==> config.mk <==
export PLATFORM = sky130hd
export DESIGN_NAME = telemetry_datagram_deframer
export DESIGN_NICKNAME = d
export VERILOG_FILES = /design/src/sv/tdd_pkg.sv /design/src/sv/telemetry_datagram_deframer.sv
export SDC_FILE = /design/constraint.sdc
export NUM_CORES = 1
export LEC_CHECK = 0
export ABC_AREA = 1
export BUFFER_PORTS_ARGS = -buffer_cell sky130_fd_sc_hd__buf_2
export CAP_MARGIN = 20
export CORE_MARGIN = 10
export CORE_UTILIZATION = 26
export CTS_CLUSTER_DIAMETER = 50
export DETAILED_ROUTE_END_ITERATION = 10
export SETUP_SLACK_MARGIN = 0.1
export SLEW_MARGIN = 25
export SYNTH_ARGS = -nofsm -noshare
export SYNTH_HDL_FRONTEND = slang
export SYNTH_SLANG_ARGS = --single-unit
export TNS_END_PERCENT = 50
==> constraint.sdc <==
create_clock -name aclk -period 7.45 [get_ports aclk]
set_input_delay 0.745 -clock aclk [delete_from_list [all_inputs] [get_ports aclk]]
set_output_delay 0.745 -clock aclk [all_outputs]
set_load 0.03 [all_outputs]
==> src/sv/tdd_pkg.sv <==
// ----------------------------------------------------------------------------
// tdd_pkg
// Types and constants of the telemetry datagram deframer.
// ----------------------------------------------------------------------------
package tdd_pkg;

    typedef enum logic [1:0] {
        KIND_PAYLOAD  = 2'd0,
        KIND_COMPLETE = 2'd1,
        KIND_BAD_TYPE = 2'd2
    } kind_t;

    localparam int unsigned CFG_ADDR_W = 3;
    localparam int unsigned CFG_DATA_W = 8;

    localparam logic [CFG_ADDR_W-1:0] REG_PREAMBLE_BYTE = 3'd0;
    localparam logic [CFG_ADDR_W-1:0] REG_PREAMBLE_LEN  = 3'd1;
    localparam logic [CFG_ADDR_W-1:0] REG_CONTROL_BYTE  = 3'd2;
    localparam logic [CFG_ADDR_W-1:0] REG_TYPE_COUNT    = 3'd3;
    localparam logic [CFG_ADDR_W-1:0] REG_PAYLOAD_LEN_0 = 3'd4;
    localparam logic [CFG_ADDR_W-1:0] REG_PAYLOAD_LEN_1 = 3'd5;
    localparam logic [CFG_ADDR_W-1:0] REG_PAYLOAD_LEN_2 = 3'd6;
    localparam logic [CFG_ADDR_W-1:0] REG_PAYLOAD_LEN_3 = 3'd7;

    localparam logic [7:0] RST_PREAMBLE_BYTE = 8'd85;
    localparam logic [3:0] RST_PREAMBLE_LEN  = 4'd4;
    localparam logic [7:0] RST_CONTROL_BYTE  = 8'd255;
    localparam logic [2:0] RST_TYPE_COUNT    = 3'd4;
    localparam logic [7:0] RST_PAYLOAD_LEN   = 8'd1;
    localparam logic [2:0] MAX_TYPES         = 3'd4;

    localparam int unsigned M_TDATA_W = 56;

endpackage

==> src/sv/telemetry_datagram_deframer.sv <==
// A result is registered and appears on m_ in the cycle after the byte that causes it is accepted.
// Throughput: one byte per cycle; s_tready drops only while a result waits on m_.
// The per-byte state machine and the output register set that figure.
// Reset (aresetn low, synchronous): hunting for preamble, counters and header
// registers cleared, configuration back to its defaults, output empty.
// ----------------------------------------------------------------------------
// telemetry_datagram_deframer
// Hunts for a preamble, parses the header, forwards payload bytes and skips
// the checksum of each telemetry datagram; reports completion and bad types.
// ----------------------------------------------------------------------------
module telemetry_datagram_deframer #(
    parameter int unsigned SEQ_BYTES      = 4,
    parameter int unsigned CHECKSUM_BYTES = 2
) (
    input  logic                                 aclk,
    input  logic                                 aresetn,
    input  logic                                 cfg_we,
    input  logic [tdd_pkg::CFG_ADDR_W-1:0]       cfg_addr,
    input  logic [tdd_pkg::CFG_DATA_W-1:0]       cfg_wdata,
    input  logic                                 s_tvalid,
    output logic                                 s_tready,
    input  logic [7:0]                           s_tdata,   // [7:0] data_byte
    output logic                                 m_tvalid,
    input  logic                                 m_tready,
    // [7:0] payload_data, [39:8] sequence_number, [47:40] payload_kind,
    // [55:48] byte_index
    output logic [tdd_pkg::M_TDATA_W-1:0]        m_tdata,
    output logic [1:0]                           m_tuser,   // [1:0] kind
    output logic                                 m_tlast    // last
);

    typedef enum logic [2:0] {
        PH_HUNT     = 3'd0,
        PH_HEADER   = 3'd1,
        PH_CONTROL  = 3'd2,
        PH_PAYLOAD  = 3'd3,
        PH_CHECKSUM = 3'd4
    } phase_t;

    logic [7:0]  preamble_byte_reg;
    logic [3:0]  preamble_len_reg;
    logic [7:0]  control_byte_reg;
    logic [2:0]  type_count_reg;
    logic [7:0]  payload_len_reg [4];

    phase_t      phase_reg, phase_next;
    logic [7:0]  count_reg, count_next;
    logic [31:0] seq_reg, seq_next;
    logic [7:0]  type_reg, type_next;

    logic        res_valid;
    logic [1:0]  res_kind;
    logic [7:0]  res_data;
    logic [7:0]  res_index;
    logic        res_last;

    logic        m_valid_reg;
    logic [1:0]  m_kind_reg;
    logic [7:0]  m_data_reg;
    logic [31:0] m_seq_reg;
    logic [7:0]  m_type_reg;
    logic [7:0]  m_index_reg;
    logic        m_last_reg;

    logic        s_acc;
    logic [3:0]  need;
    logic [2:0]  type_lim;
    logic [7:0]  pay_len;
    logic        fin;

    assign s_tready = !m_valid_reg || m_tready;
    assign s_acc    = s_tvalid && s_tready;

    assign need     = (preamble_len_reg == 4'd0) ? 4'd1 : preamble_len_reg;
    assign type_lim = (type_count_reg > tdd_pkg::MAX_TYPES) ? tdd_pkg::MAX_TYPES
                                                            : type_count_reg;
    assign pay_len  = (payload_len_reg[type_reg[1:0]] == 8'd0) ? 8'd1
                                                               : payload_len_reg[type_reg[1:0]];
    assign fin      = ({1'b0, count_reg} + 9'd1) >= {1'b0, pay_len};

    always_comb begin
        phase_next = phase_reg;
        count_next = count_reg;
        seq_next   = seq_reg;
        type_next  = type_reg;
        res_valid  = 1'b0;
        res_kind   = tdd_pkg::KIND_PAYLOAD;
        res_data   = 8'd0;
        res_index  = 8'd0;
        res_last   = 1'b0;
        case (phase_reg)
            PH_HEADER: begin
                if (count_reg < 8'(SEQ_BYTES)) begin
                    seq_next   = {seq_reg[23:0], s_tdata};
                    count_next = count_reg + 8'd1;
                end else begin
                    type_next = s_tdata;
                    if (s_tdata < {5'd0, type_lim}) begin
                        phase_next = PH_CONTROL;
                        count_next = 8'd0;
                    end else begin
                        res_valid  = 1'b1;
                        res_kind   = tdd_pkg::KIND_BAD_TYPE;
                        phase_next = PH_HUNT;
                        count_next = 8'd0;
                    end
                end
            end
            PH_CONTROL: begin
                phase_next = (s_tdata == control_byte_reg) ? PH_PAYLOAD : PH_HUNT;
                count_next = 8'd0;
            end
            PH_PAYLOAD: begin
                res_valid = 1'b1;
                res_data  = s_tdata;
                res_index = count_reg;
                res_last  = fin;
                if (fin) begin
                    phase_next = PH_CHECKSUM;
                    count_next = 8'd0;
                end else begin
                    count_next = count_reg + 8'd1;
                end
            end
            PH_CHECKSUM: begin
                count_next = count_reg + 8'd1;
                if (count_next >= 8'(CHECKSUM_BYTES)) begin
                    res_valid  = 1'b1;
                    res_kind   = tdd_pkg::KIND_COMPLETE;
                    phase_next = PH_HUNT;
                    count_next = 8'd0;
                end
            end
            default: begin
                phase_next = PH_HUNT;
                count_next = (s_tdata == preamble_byte_reg) ? count_reg + 8'd1 : 8'd0;
                if (count_next >= {4'd0, need}) begin
                    phase_next = PH_HEADER;
                    count_next = 8'd0;
                    seq_next   = 32'd0;
                    type_next  = 8'd0;
                end
            end
        endcase
    end

    always_ff @(posedge aclk) begin
        if (!aresetn) begin
            preamble_byte_reg  <= tdd_pkg::RST_PREAMBLE_BYTE;
            preamble_len_reg   <= tdd_pkg::RST_PREAMBLE_LEN;
            control_byte_reg   <= tdd_pkg::RST_CONTROL_BYTE;
            type_count_reg     <= tdd_pkg::RST_TYPE_COUNT;
            payload_len_reg[0] <= tdd_pkg::RST_PAYLOAD_LEN;
            payload_len_reg[1] <= tdd_pkg::RST_PAYLOAD_LEN;
            payload_len_reg[2] <= tdd_pkg::RST_PAYLOAD_LEN;
            payload_len_reg[3] <= tdd_pkg::RST_PAYLOAD_LEN;
        end else if (cfg_we) begin
            case (cfg_addr)
                tdd_pkg::REG_PREAMBLE_BYTE: preamble_byte_reg  <= cfg_wdata;
                tdd_pkg::REG_PREAMBLE_LEN:  preamble_len_reg   <= cfg_wdata[3:0];
                tdd_pkg::REG_CONTROL_BYTE:  control_byte_reg   <= cfg_wdata;
                tdd_pkg::REG_TYPE_COUNT:    type_count_reg     <= cfg_wdata[2:0];
                tdd_pkg::REG_PAYLOAD_LEN_0: payload_len_reg[0] <= cfg_wdata;
                tdd_pkg::REG_PAYLOAD_LEN_1: payload_len_reg[1] <= cfg_wdata;
                tdd_pkg::REG_PAYLOAD_LEN_2: payload_len_reg[2] <= cfg_wdata;
                tdd_pkg::REG_PAYLOAD_LEN_3: payload_len_reg[3] <= cfg_wdata;
                default: ;
            endcase
        end
    end

    always_ff @(posedge aclk) begin
        if (!aresetn) begin
            phase_reg   <= PH_HUNT;
            count_reg   <= 8'd0;
            seq_reg     <= 32'd0;
            type_reg    <= 8'd0;
            m_valid_reg <= 1'b0;
            m_kind_reg  <= tdd_pkg::KIND_PAYLOAD;
            m_data_reg  <= 8'd0;
            m_seq_reg   <= 32'd0;
            m_type_reg  <= 8'd0;
            m_index_reg <= 8'd0;
            m_last_reg  <= 1'b0;
        end else begin
            if (s_acc) begin
                phase_reg   <= phase_next;
                count_reg   <= count_next;
                seq_reg     <= seq_next;
                type_reg    <= type_next;
                m_valid_reg <= res_valid;
                if (res_valid) begin
                    m_kind_reg  <= res_kind;
                    m_data_reg  <= res_data;
                    m_seq_reg   <= seq_next;
                    m_type_reg  <= type_next;
                    m_index_reg <= res_index;
                    m_last_reg  <= res_last;
                end
            end else if (m_tready) begin
                m_valid_reg <= 1'b0;
            end
        end
    end

    assign m_tvalid = m_valid_reg;
    assign m_tuser  = m_kind_reg;
    assign m_tlast  = m_last_reg;
    assign m_tdata  = {m_index_reg, m_type_reg, m_seq_reg, m_data_reg};

    a_kind_legal: assert property (@(posedge aclk) disable iff (!aresetn)
        m_tvalid |-> (m_tuser == tdd_pkg::KIND_PAYLOAD || m_tuser == tdd_pkg::KIND_COMPLETE
                      || m_tuser == tdd_pkg::KIND_BAD_TYPE))
        else $error("illegal result kind");

    a_nonpayload_zero: assert property (@(posedge aclk) disable iff (!aresetn)
        (m_tvalid && m_tuser != tdd_pkg::KIND_PAYLOAD)
            |-> (m_tdata[7:0] == 8'd0 && m_tdata[55:48] == 8'd0 && !m_tlast))
        else $error("non-payload result carries payload fields");

    a_payload_emits: assert property (@(posedge aclk) disable iff (!aresetn)
        (s_acc && phase_reg == PH_PAYLOAD)
            |=> (m_tvalid && m_tuser == tdd_pkg::KIND_PAYLOAD))
        else $error("payload byte gave no result");

    a_hunt_exit: assert property (@(posedge aclk) disable iff (!aresetn)
        (s_acc && phase_reg == PH_HUNT) |=> (phase_reg == PH_HUNT || phase_reg == PH_HEADER))
        else $error("hunt left to wrong phase");

    a_checksum_count: assert property (@(posedge aclk) disable iff (!aresetn)
        (phase_reg == PH_CHECKSUM) |-> (count_reg < 8'(CHECKSUM_BYTES)))
        else $error("checksum count overran");

endmodule

**After elaboration in Yosys (flattened, before gate mapping)**

Memories as Yosys holds them, arrays and structs flattened. A register that Yosys moved wholly into a read port is not among the register bits.
Index checks and enable logic that the tools add are counted.

- Register bits after elaboration: 134
- RAM bits: 32
- Output and inout bits: 61
- Word-level logic and storage cells: 116
- Memories kept: 1

- $add $sub $neg: 2
- $lt $le $gt $ge: 6
- Equal/unequal tests: 16
- Muxes and demuxes: 58
- Bitwise logic cells: 4
- Reduce and logical (&&, ||, !) cells: 14

Memory list:

| name | words | width | rd ports | clocked after memory_dff | wr ports | RTL line | RTL |
|---|---|---|---|---|---|---|---|
| payload_len_reg | 4 | 8 | 1 | 1 | 4 | telemetry_datagram_deframer.sv:44 | `logic [7:0] payload_len_reg [4];` |

Operators with widths:

| operator | count |
|---|---|
| 8-bit 2-to-1 mux | 14 |
| 32-bit 2-to-1 mux | 2 |
| 32-bit one-hot mux with 2 select lines | 1 |
| 8-bit one-hot mux with 4 select lines | 1 |
| 1-bit 2-to-1 mux | 25 |
| 8-bit == test | 2 |
| 8-bit one-hot mux with 2 select lines | 1 |
| 3-bit == test, second input constant | 5 |
| 3-bit by 2-bit == test with 1-bit output, second input constant | 4 |
| 2-bit 2-to-1 mux | 6 |
| 3-bit 2-to-1 mux | 4 |
| 3-bit one-hot mux with 4 select lines | 1 |
| 2-bit AND reduction | 5 |
| 8-bit by 1-bit adder with 9-bit output, second input constant | 1 |
| 9-bit by 8-bit >= comparator with 1-bit output | 1 |
| 8-bit by 1-bit adder with 8-bit output, second input constant | 1 |
| 8-bit by 2-bit >= comparator with 1-bit output, second input constant | 1 |
| 8-bit by 4-bit >= comparator with 1-bit output | 1 |
| 8-bit zero test | 1 |
| 8-bit by 3-bit < comparator with 1-bit output | 1 |
| 8-bit by 3-bit < comparator with 1-bit output, second input constant | 1 |
| 3-bit by 1-bit == test with 1-bit output, second input constant | 2 |
| 2-bit != test, second input constant | 3 |
| 4-bit zero test | 1 |
| 12 further kinds | 15 |

**Depth between registers and ports, before layout**

Gate-level depths: netlist (run 1).

- Word-level depth: 7
- Depth in mapped cells: 21
- Depth with buffers taken out: 19

**Worst setup path before layout (run 1)**

No wires, ideal clock.

- Path type: in2reg
- Start point: in s_tdata[3]
- End point: reg m_seq_reg[0]
- Setup time: 64 ps
- Arrival time: 2934 ps
- Required time: 7386 ps
- Setup slack: 4452 ps
- Stages: 21
- Path through: clkbuf_1 xor2_1 nor2_1 nand2_1 nor2_1 inv_1 nor2_1 inv_1 ha_1 inv_1 a21boi_0 o21ai_0 nand2_1 a21oi_1 nand3_2 inv_2 buf_6 nand2_1 nand2_1 nor2_1 nor2_1

- Longest elaborated chain between the ends: 5

Ends and longest elaborated chain:

| item | RTL line | RTL |
|---|---|---|
| from (decl) | telemetry_datagram_deframer.sv:22 | `input logic [7:0] s_tdata,` |
| 8-bit == test or 8-bit by 3-bit < comparator with 1-bit output (tied branches) | telemetry_datagram_deframer.sv:136, telemetry_datagram_deframer.sv:98 |  |
| 8-bit 2-to-1 mux or 1-bit 2-to-1 mux (tied branches) | telemetry_datagram_deframer.sv:136, telemetry_datagram_deframer.sv:98 |  |
| 8-bit by 4-bit >= comparator with 1-bit output or 1-bit 2-to-1 mux (tied branches) | telemetry_datagram_deframer.sv:137, telemetry_datagram_deframer.sv:93 |  |
| 32-bit 2-to-1 mux or 1-bit one-hot mux with 3 select lines (tied branches) | telemetry_datagram_deframer.sv:137, telemetry_datagram_deframer.sv:91 |  |
| 32-bit one-hot mux with 2 select lines or 2-bit AND reduction (tied branches) | n/a |  |
| to (signal assigned) | telemetry_datagram_deframer.sv:195 | `m_seq_reg <= seq_next;` |
| to (decl) | telemetry_datagram_deframer.sv:60 | `logic [31:0] m_seq_reg;` |

Several ways; a longest one is shown, not always the timed one.
A chain may end at the register's enable or synchronous reset.

**Final worst setup path (run 1)**

- Start point: in s_tdata[1]
- End point: reg m_seq_reg[21]

The elaborated chain is that of the path after synthesis.

==> results of run 1 <==
where the power goes:
group / switching, uW / internal [uW]
Sequential: 48.0 / 988
Clock: 434 / 452
Combinational: 298 / 129
synthesized netlist by cell type (all sizes together) (8+ instances only):
library cell | instances | area, sq um
nand2 | 325 | 1230
nor2 | 260 | 991
inv | 146 | 548
dfxtp | 136 | 2720
nand3 | 65 | 335
a21oi | 51 | 255
o21ai | 44 | 220
a22oi | 40 | 300
clkbuf | 33 | 124
edfxtp | 32 | 961
buf | 26 | 171
ha | 16 | 200
o211ai | 14 | 105
nand4 | 10 | 62.6
a32o | 8 | 80.1
logic make-up after synthesis:
| family | after synthesis | synth area share [%] |
|---|---|---|
| AOI/OAI and AO/OA | 163 | 11.8 |
| buffers and inverters | 206 | 9.93 |
| adders and majority gates | 16 | 2.35 |
| DFF | 168 | 43.2 |
| xor gates and xnor gates | 14 | 1.44 |
| and+or+nand+nor | 669 | 31.3 |
through the flow:
step                      hold slack (ns)  setup slack [ns]  area [sq um]  total power, uW  cells
final                               0.480              3.88          9870             2350   1742
after global routing                0.515              3.51          9860             2470   1741
after CTS                           0.484              3.90          9850             2370   1741
after detailed placement            0.466              3.44          9260             1480   1709
after global placement              0.464              3.52          9260             1480   1709
after floorplan                     0.446              4.45          8530             1370   1236
cell type report:
class	count	area [sq um]	area share, %
clock buffer	17	425	4.31
sequential	168	3680	37.3
tap	442	553	5.61
antenna	1	2.50	0.0254
multi-input combinational	862	4020	40.7
timing repair buffer	90	465	4.72
clock inverter	15	169	1.71
inverter	147	552	5.59
worst max-delay path by stage:
stage | to | slack (ns) | depth (start not counted)
2_1_floorplan | m_seq_reg[0] | 4.45 | 21
3_3_place_gp | m_seq_reg[21] | 3.52 | 20
3_5_place_dp | m_seq_reg[26] | 3.44 | 20
4_1_cts | m_seq_reg[1] | 3.90 | 20
5_1_grt | m_seq_reg[10] | 3.51 | 20
6_report | m_seq_reg[21] | 3.88 | 20
worst max-delay path, cell delays in order:
cell,delay [ns]
buf_2,0.16
or2_2,0.28
a21oi_1,0.15
nand2_1,0.07
nor2_1,0.17
inv_1,0.11
nor2_1,0.09
inv_1,0.06
ha_1,0.28
inv_1,0.05
a21boi_0,0.07
o21ai_0,0.16
nand2_1,0.07
a21oi_1,0.31
nand3_2,0.12
inv_2,0.60
nand2_1,0.16
nand2_1,0.11
nor2_1,0.04
nor2_1,0.11
layout by cell type, fill, tap and decap left out:
cell type,Yosys,routed
edfxtp_1,32,32
xor2_1,7,7
buf_4,1,6
clkinv_8,0,4
inv_2,4,5
nand4_1,10,10
a21o_1,2,2
a21oi_1,51,51
nor3_2,1,1
o21ai_0,31,30
nand3_1,63,63
nor2_1,256,256
ha_1,16,16
a21boi_0,2,2
a22oi_1,40,40
inv_1,142,141
nor2_2,3,3
inv_8,0,4
dfxtp_1,136,136
clkinv_1,1,1
diode_2,0,1
nand3_2,2,2
o211ai_1,14,14
o21ai_1,13,14
a32o_1,8,8
nor3_1,4,4
clkbuf_16,0,17
inv_6,0,4
o31ai_1,1,1
a31o_2,1,1
nand2_1,322,322
buf_2,8,84
nand2_2,3,2
clkinv_4,0,2
nor2_4,1,1
nand2_8,0,1
inv_4,0,1
or2_2,4,4
xnor2_1,7,7
routing by layer:
metal  part of all wire (%)  vias to the layer above  global-route usage, %
met5                  0.083                        -                      0
met4                    1.3                        2                   3.90
met3                    4.8                       24                   2.44
met2                     45                      158                   18.8
met1                     49                     3622                   15.7
li1                       -                     4026                      -
==> Flow_metrics.wiki, run 1 <==
{| class="wikitable"
! Metric !! Value
|-
| Result of the run || completed
|-
| Hold Crit Endpoint || m_tuser[1]
|-
| Clock slew at the register clock pins of the worst setup and hold paths || 0.08 ns
|-
| Number of setup violations in the final report || 0
|-
| DIE AREA || 40500 sq um
|-
| Setup repair after global routing missed its margin || false
|-
| Fin. Hold Viols || 0
|-
| Area Overhead vs Synth || 15.6%
|-
| Via-to-Cell Ratio || 4.50
|-
| TritonCTS clock tree || done
|-
| Routability-driven placement congestion ratio || 0.819
|-
| Slew headroom || 32.2%
|-
| Clock latency at the later pin of the worst-skew pair || 0.45 ns
|-
| Worst Setup End Kind || flip-flop
|-
| Buffer cell driving the clock tree root || clkbuf_16
|-
| Register-to-register setup slack || 4.00 ns
|-
| Number of stages on the worst hold path || 2
|-
| Wire length of the first global-routing pass || 39.1 mm
|-
| Endpoint of the worst register-to-register path || m_seq_reg[21]
|-
| Width of the die || ~200 microns
|-
| Maximum operating frequency || about 0.28 GHz
|-
| Maximum count of clock buffers along a single path || 2
|-
| Remaining antenna violation count || 0
|-
| Sum of overflow across all layers after global routing || 0
|-
| Critical setup path kind || primary input to flip-flop
|-
| Number of port buffers || 84
|-
| Final cycle utilization of the critical path || 47.9%
|-
| Number of antenna violations at the first check in global routing || 2
|-
| Nets@finish || 1326
|-
| Count of different cell masters after synthesis || 34
|-
| Number of flops mapped to enable cells by yosys || 32
|-
| Count of vias placed by the detailed router || around 8000
|-
| DRT iter0 DRCs || between 600 and 700
|-
| Number of buffers inserted for hold repair after clock tree synthesis || 0
|-
| Top_reg_cell synth || dfxtp_1
|-
| Launching instance or port of the critical path || s_tdata[1]
|-
| Fill cell count || 3548
|-
| Worst vdd rail ir drop || 0.155 mV
|-
| Initial core utilization || roughly a quarter
|-
| Floorplan die height || slightly above 200 microns
|-
| Level count of the clock H-tree || 4
|-
| Worst hold path type || flip-flop to flip-flop
|-
| Clock tree sinks || between 150 and 200
|-
| Top-level I/O count || 85
|-
| Worst Max-Slew Pin Slew || approximately 1 ns
|-
| Required @ worst endpoint || 7.84 ns
|-
| Maximum number of pins on one net before global-route repair || 98
|-
| Number of instances resized during post-cts repair || 0
|-
| Post-synthesis net count || between 1000 and 1500
|-
| Routed wire length || 24.1 mm
|-
| Maximum fanout encountered on the critical timing path || between 40 and 50
|-
| CP startpoint kind || primary input
|-
| Clock period minus final worst setup slack || 3.57 ns
|-
| Utilization after layout || between 30 and 40%
|-
| DP Wirelength || 16.2 mm
|-
| Core Footprint || 32500 sq um
|-
| Total clock buffers created by CTS || 17
|-
| Cell depth of the worst flop-to-flop path || 19
|-
| Pins over their slew limit || 0
|-
| Warnings from Yosys || 0
|-
| Max cap viols || 0
|-
| Static power due to leakage || around 0.005 uW
|-
| Post-CTS Setup Bufs || 0
|-
| Crit path arrival time || between 3 and 4 ns
|-
| Fin Clk Skew || 0.0202 ns
|-
| Worst hold path startpoint || m_tuser[1]
|-
| Power density over the cells || 238 nW/um^2
|-
| Standard-cell row count || 66
|-
| Fraction of final layout cells sized beyond drive strength 1 || 10.9%
|-
| Netlist Area Pre-Place || 8530 sq um
|-
| Reg-to-reg startpoint || preamble_byte_reg[1]
|-
| DR pass1 iterations || 8
|-
| Global-route total usage across every layer || 11.8%
|-
| Remaining routing DRC violations || 0
|-
| Via count of the first global-routing pass || about 7300
|-
| Setup tns final || 0 ns
|-
| Post-synthesis cell count || 1236
|-
| Wire length per cell after detailed routing || roughly 14 microns
|-
| Share of async-settable or async-resettable flops after synthesis || 0%
|-
| Part of the Yosys area used for sequential elements || roughly 43%
|-
| Avg Synthesized Cell Area || 6.90 sq um
|-
| Synthesis-stage register bit count || 168
|}
No activity file was read; power rests on OpenSTA's default activity.
==> run 2, diff against run 1 <==
--- a/config.mk
+++ b/config.mk
@@ -5,7 +5,7 @@
 export SDC_FILE = /design/constraint.sdc
 export NUM_CORES = 1
 export LEC_CHECK = 0
-export ABC_AREA = 1
+export ABC_AREA = 0
 export BUFFER_PORTS_ARGS = -buffer_cell sky130_fd_sc_hd__buf_2
 export CAP_MARGIN = 20
 export CORE_MARGIN = 10
==> constraint.sdc (replaced) <==
create_clock -name aclk -period 3.56 [get_ports aclk]
set_input_delay 0.356 -clock aclk [delete_from_list [all_inputs] [get_ports aclk]]
set_output_delay 0.356 -clock aclk [all_outputs]
set_load 0.03 [all_outputs]
==> run 2 against run 1 <==
Compared with the run above: clock power grew 110%; combinational power shrank 54%; core utilization grew 0.84 points; worst setup slack lost 3.5 ns.
==> Flow_metrics.wiki, run 2 <==
{| class="wikitable"
! Metric !! Value
|-
| Result of the run || completed
|-
| Setup repair after global routing missed its margin || false
|-
| DR pass1 iterations || 5
|-
| Nets@finish || 924
|-
| Buffer cell driving the clock tree root || clkbuf_16
|-
| Remaining antenna violation count || 0
|-
| Count of vias placed by the detailed router || approximately 6300
|-
| Most frequent cells in the layout || nand2_1, dfxtp_1, buf_2, a21oi_1, nand3_1
|-
| Share of the synthesized area in the top cell type || 35.6%
|-
| Cell with the most instances after synthesis || nand2_1
|-
| Post-synthesis net count || 867
|-
| Power, Total || 4010 uW
|-
| Avg Synthesized Cell Area || a little over 9 sq um
|-
| TritonCTS clock tree || done
|-
| Clock tree sinks || 168
|-
| Setup tns final || 0 ns
|-
| Sum of overflow across all layers after global routing || 0
|-
| Area Overhead vs Synth || 18.0%
|-
| Worst Max-Slew Pin Slew || roughly 0.82 ns
|-
| Initial core utilization || 26.5%
|-
| Global-route total usage across every layer || 12.0%
|-
| Register Area || 3680 sq um
|-
| Fin Clk Skew || 0.0142 ns
|-
| Maximum count of clock buffers along a single path || 2
|-
| Part of the Yosys area used for sequential elements || 48.2%
|-
| Fin. Hold Viols || 0
|-
| Count of different cell masters after synthesis || 61
|-
| Maximum operating frequency || 0.314 GHz
|-
| Required @ worst endpoint || 3.89 ns
|-
| Leading post-synthesis cells by cell area || dfxtp_1, edfxtp_1, nand2_1
|-
| Wire length per cell after detailed routing || ~17 microns
|-
| DP Wirelength || about 15 mm
|-
| Clock slew at the register clock pins of the worst setup and hold paths || about 0.070 ns
|-
| Worst Setup End Kind || flip-flop
|-
| Floorplan die height || 191 microns
|-
| Slew headroom || between 40% and 50%
|-
| Number of setup violations in the final report || 0
|-
| Pins over their slew limit || 0
|-
| Number of port buffers || 84
|-
| Static power due to leakage || 0.00352 uW
|-
| Utilization after layout || 31.2%
|-
| Core Footprint || 28900 sq um
|-
| DIE AREA || 36600 sq um
|-
| Largest area contributor in the netlist || dfxtp_1
|-
| Total clock buffers created by CTS || 17
|-
| Maximum fanout encountered on the critical timing path || 12
|-
| Power density over the cells || 445 nW/um^2
|-
| Top_reg_cell synth || dfxtp_1
|-
| Critical setup path kind || flip-flop to flip-flop
|-
| DRT iter0 DRCs || 435
|-
| Commonest cells in the netlist || nand2_1, dfxtp_1, a21oi_1
|-
| Top-level I/O count || 85
|-
| Number of antenna violations at the first check in global routing || 0
|-
| Routability-driven placement congestion ratio || just over 0.8
|-
| Clock latency at the later pin of the worst-skew pair || 0.44 ns
|-
| Post-CTS Setup Bufs || 0
|-
| Number of flops mapped to enable cells by yosys || 32
|-
| Count of antenna diodes in the layout || 0
|-
| Worst vdd rail ir drop || 0.236 mV
|-
| Wire length of the first global-routing pass || between 30 and 40 mm
|-
| Maximum number of pins on one net before global-route repair || 67
|-
| Max cap viols || 0
|-
| Crit path arrival time || approximately 3.5 ns
|-
| Via count of the first global-routing pass || 6105
|-
| Via-to-Cell Ratio || 4.90
|-
| Post-synthesis cell count || 827
|-
| Remaining routing DRC violations || 0
|-
| Combined area of the multi-input logic cells || 3600 sq um
|-
| Clock period minus final worst setup slack || 3.19 ns
|-
| Warnings from Yosys || 0
|-
| Fill cell count || 3036
|-
| Routed wire length || 21.7 mm
|-
| Most common library cell in the layout ignoring fill and taps || nand2_1
|-
| Worst hold path type || primary input to flip-flop
|-
| Standard-cell row count || 62
|-
| Synthesis-stage register bit count || 168
|-
| Width of the die || ~190 microns
|-
| Fraction of final layout cells sized beyond drive strength 1 || 18.3%
|-
| Netlist Area Pre-Place || about 7600 sq um
|-
| CP startpoint kind || flip-flop
|-
| Final cycle utilization of the critical path || 89.5%
|-
| Level count of the clock H-tree || 4
|-
| Share of async-settable or async-resettable flops after synthesis || 0%
|}
[run 2: logic make-up after synthesis]
kind of cell / count (synthesis) / synth area share, %
AND/OR/NAND/NOR: 310 / 18.9
AO/OA/AOI/OAI: 180 / 15.6
flip-flops: 168 / 48.2
buffers and inverters: 86 / 4.93
multiplexers: 44 / 7.11
XOR/XNOR: 23 / 2.64
adder cells (fa/ha/maj): 16 / 2.62
[run 2: final cells by class]
cell class	count	share of cell area, %
flip-flops and latches	168	40.9
multi-input cells	573	40.0
repair buffers	106	6.63
well taps	384	5.33
clock buffers	17	4.72
clock inverters	15	1.73
inverters	18	0.749
[run 2: final timing paths]
path	startpoint	end	slack, ns	depth (start not counted)
setup / recovery	flip-flop	count_reg[2]	0.37	11
hold reg to reg	m_seq_reg[24]	m_seq_reg[24]	0.45	2
hold / removal	cfg_wdata[7]	preamble_byte_reg[7]	0.22	3
setup reg to reg	flip-flop	count_reg[2]	0.37	11
[run 2: repair_timing]
action,CTS,global route
endpoints found under the setup margin,0,6
hold buffers,0,0
endpoints found under the hold margin,0,0
resized for setup,0,2
[run 2: per-layer routing]
layer | global-route usage, % | share of wire, % | vias up
met2 | 18.8 | 47 | 179
met1 | 15.9 | 46 | 3037
met4 | 3.58 | 1.4 | 0
met5 | 0 | 0 | -
li1 | - | - | 3043
met3 | 3.08 | 5.5 | 16
[run 2: critical path, stage by stage, from the launching register on]
cell,delay [ns]
dfxtp_2,0.42
mux4_2,0.55
nor4_2,0.32
a41o_1,0.20
ha_1,0.22
nand2b_1,0.14
a211oi_1,0.24
o32ai_1,0.11
o41ai_1,0.26
buf_4,0.25
nor3_1,0.10
a211oi_1,0.27
[run 2: metrics by stage]
stage                     setup slack [ns]  std cells  hold WS [ns]  area (sq um)
after floorplan                      0.206        827         0.433          7640
after global placement               0.370       1249         0.439          8430
after detailed placement             0.235       1249         0.450          8430
after CTS                            0.218       1281         0.202          9010
after global routing                 0.126       1281         0.220          9020
final                                0.374       1281         0.220          9020
[run 2: power breakdown]
group          internal, uW  leakage (uW)  total, uW  switching [uW]
clock                   940      0.000279       1830             892
sequential             1970       0.00141       1980            15.2
combinational          59.9       0.00183        195             135
total                  2970       0.00352       4010            1040
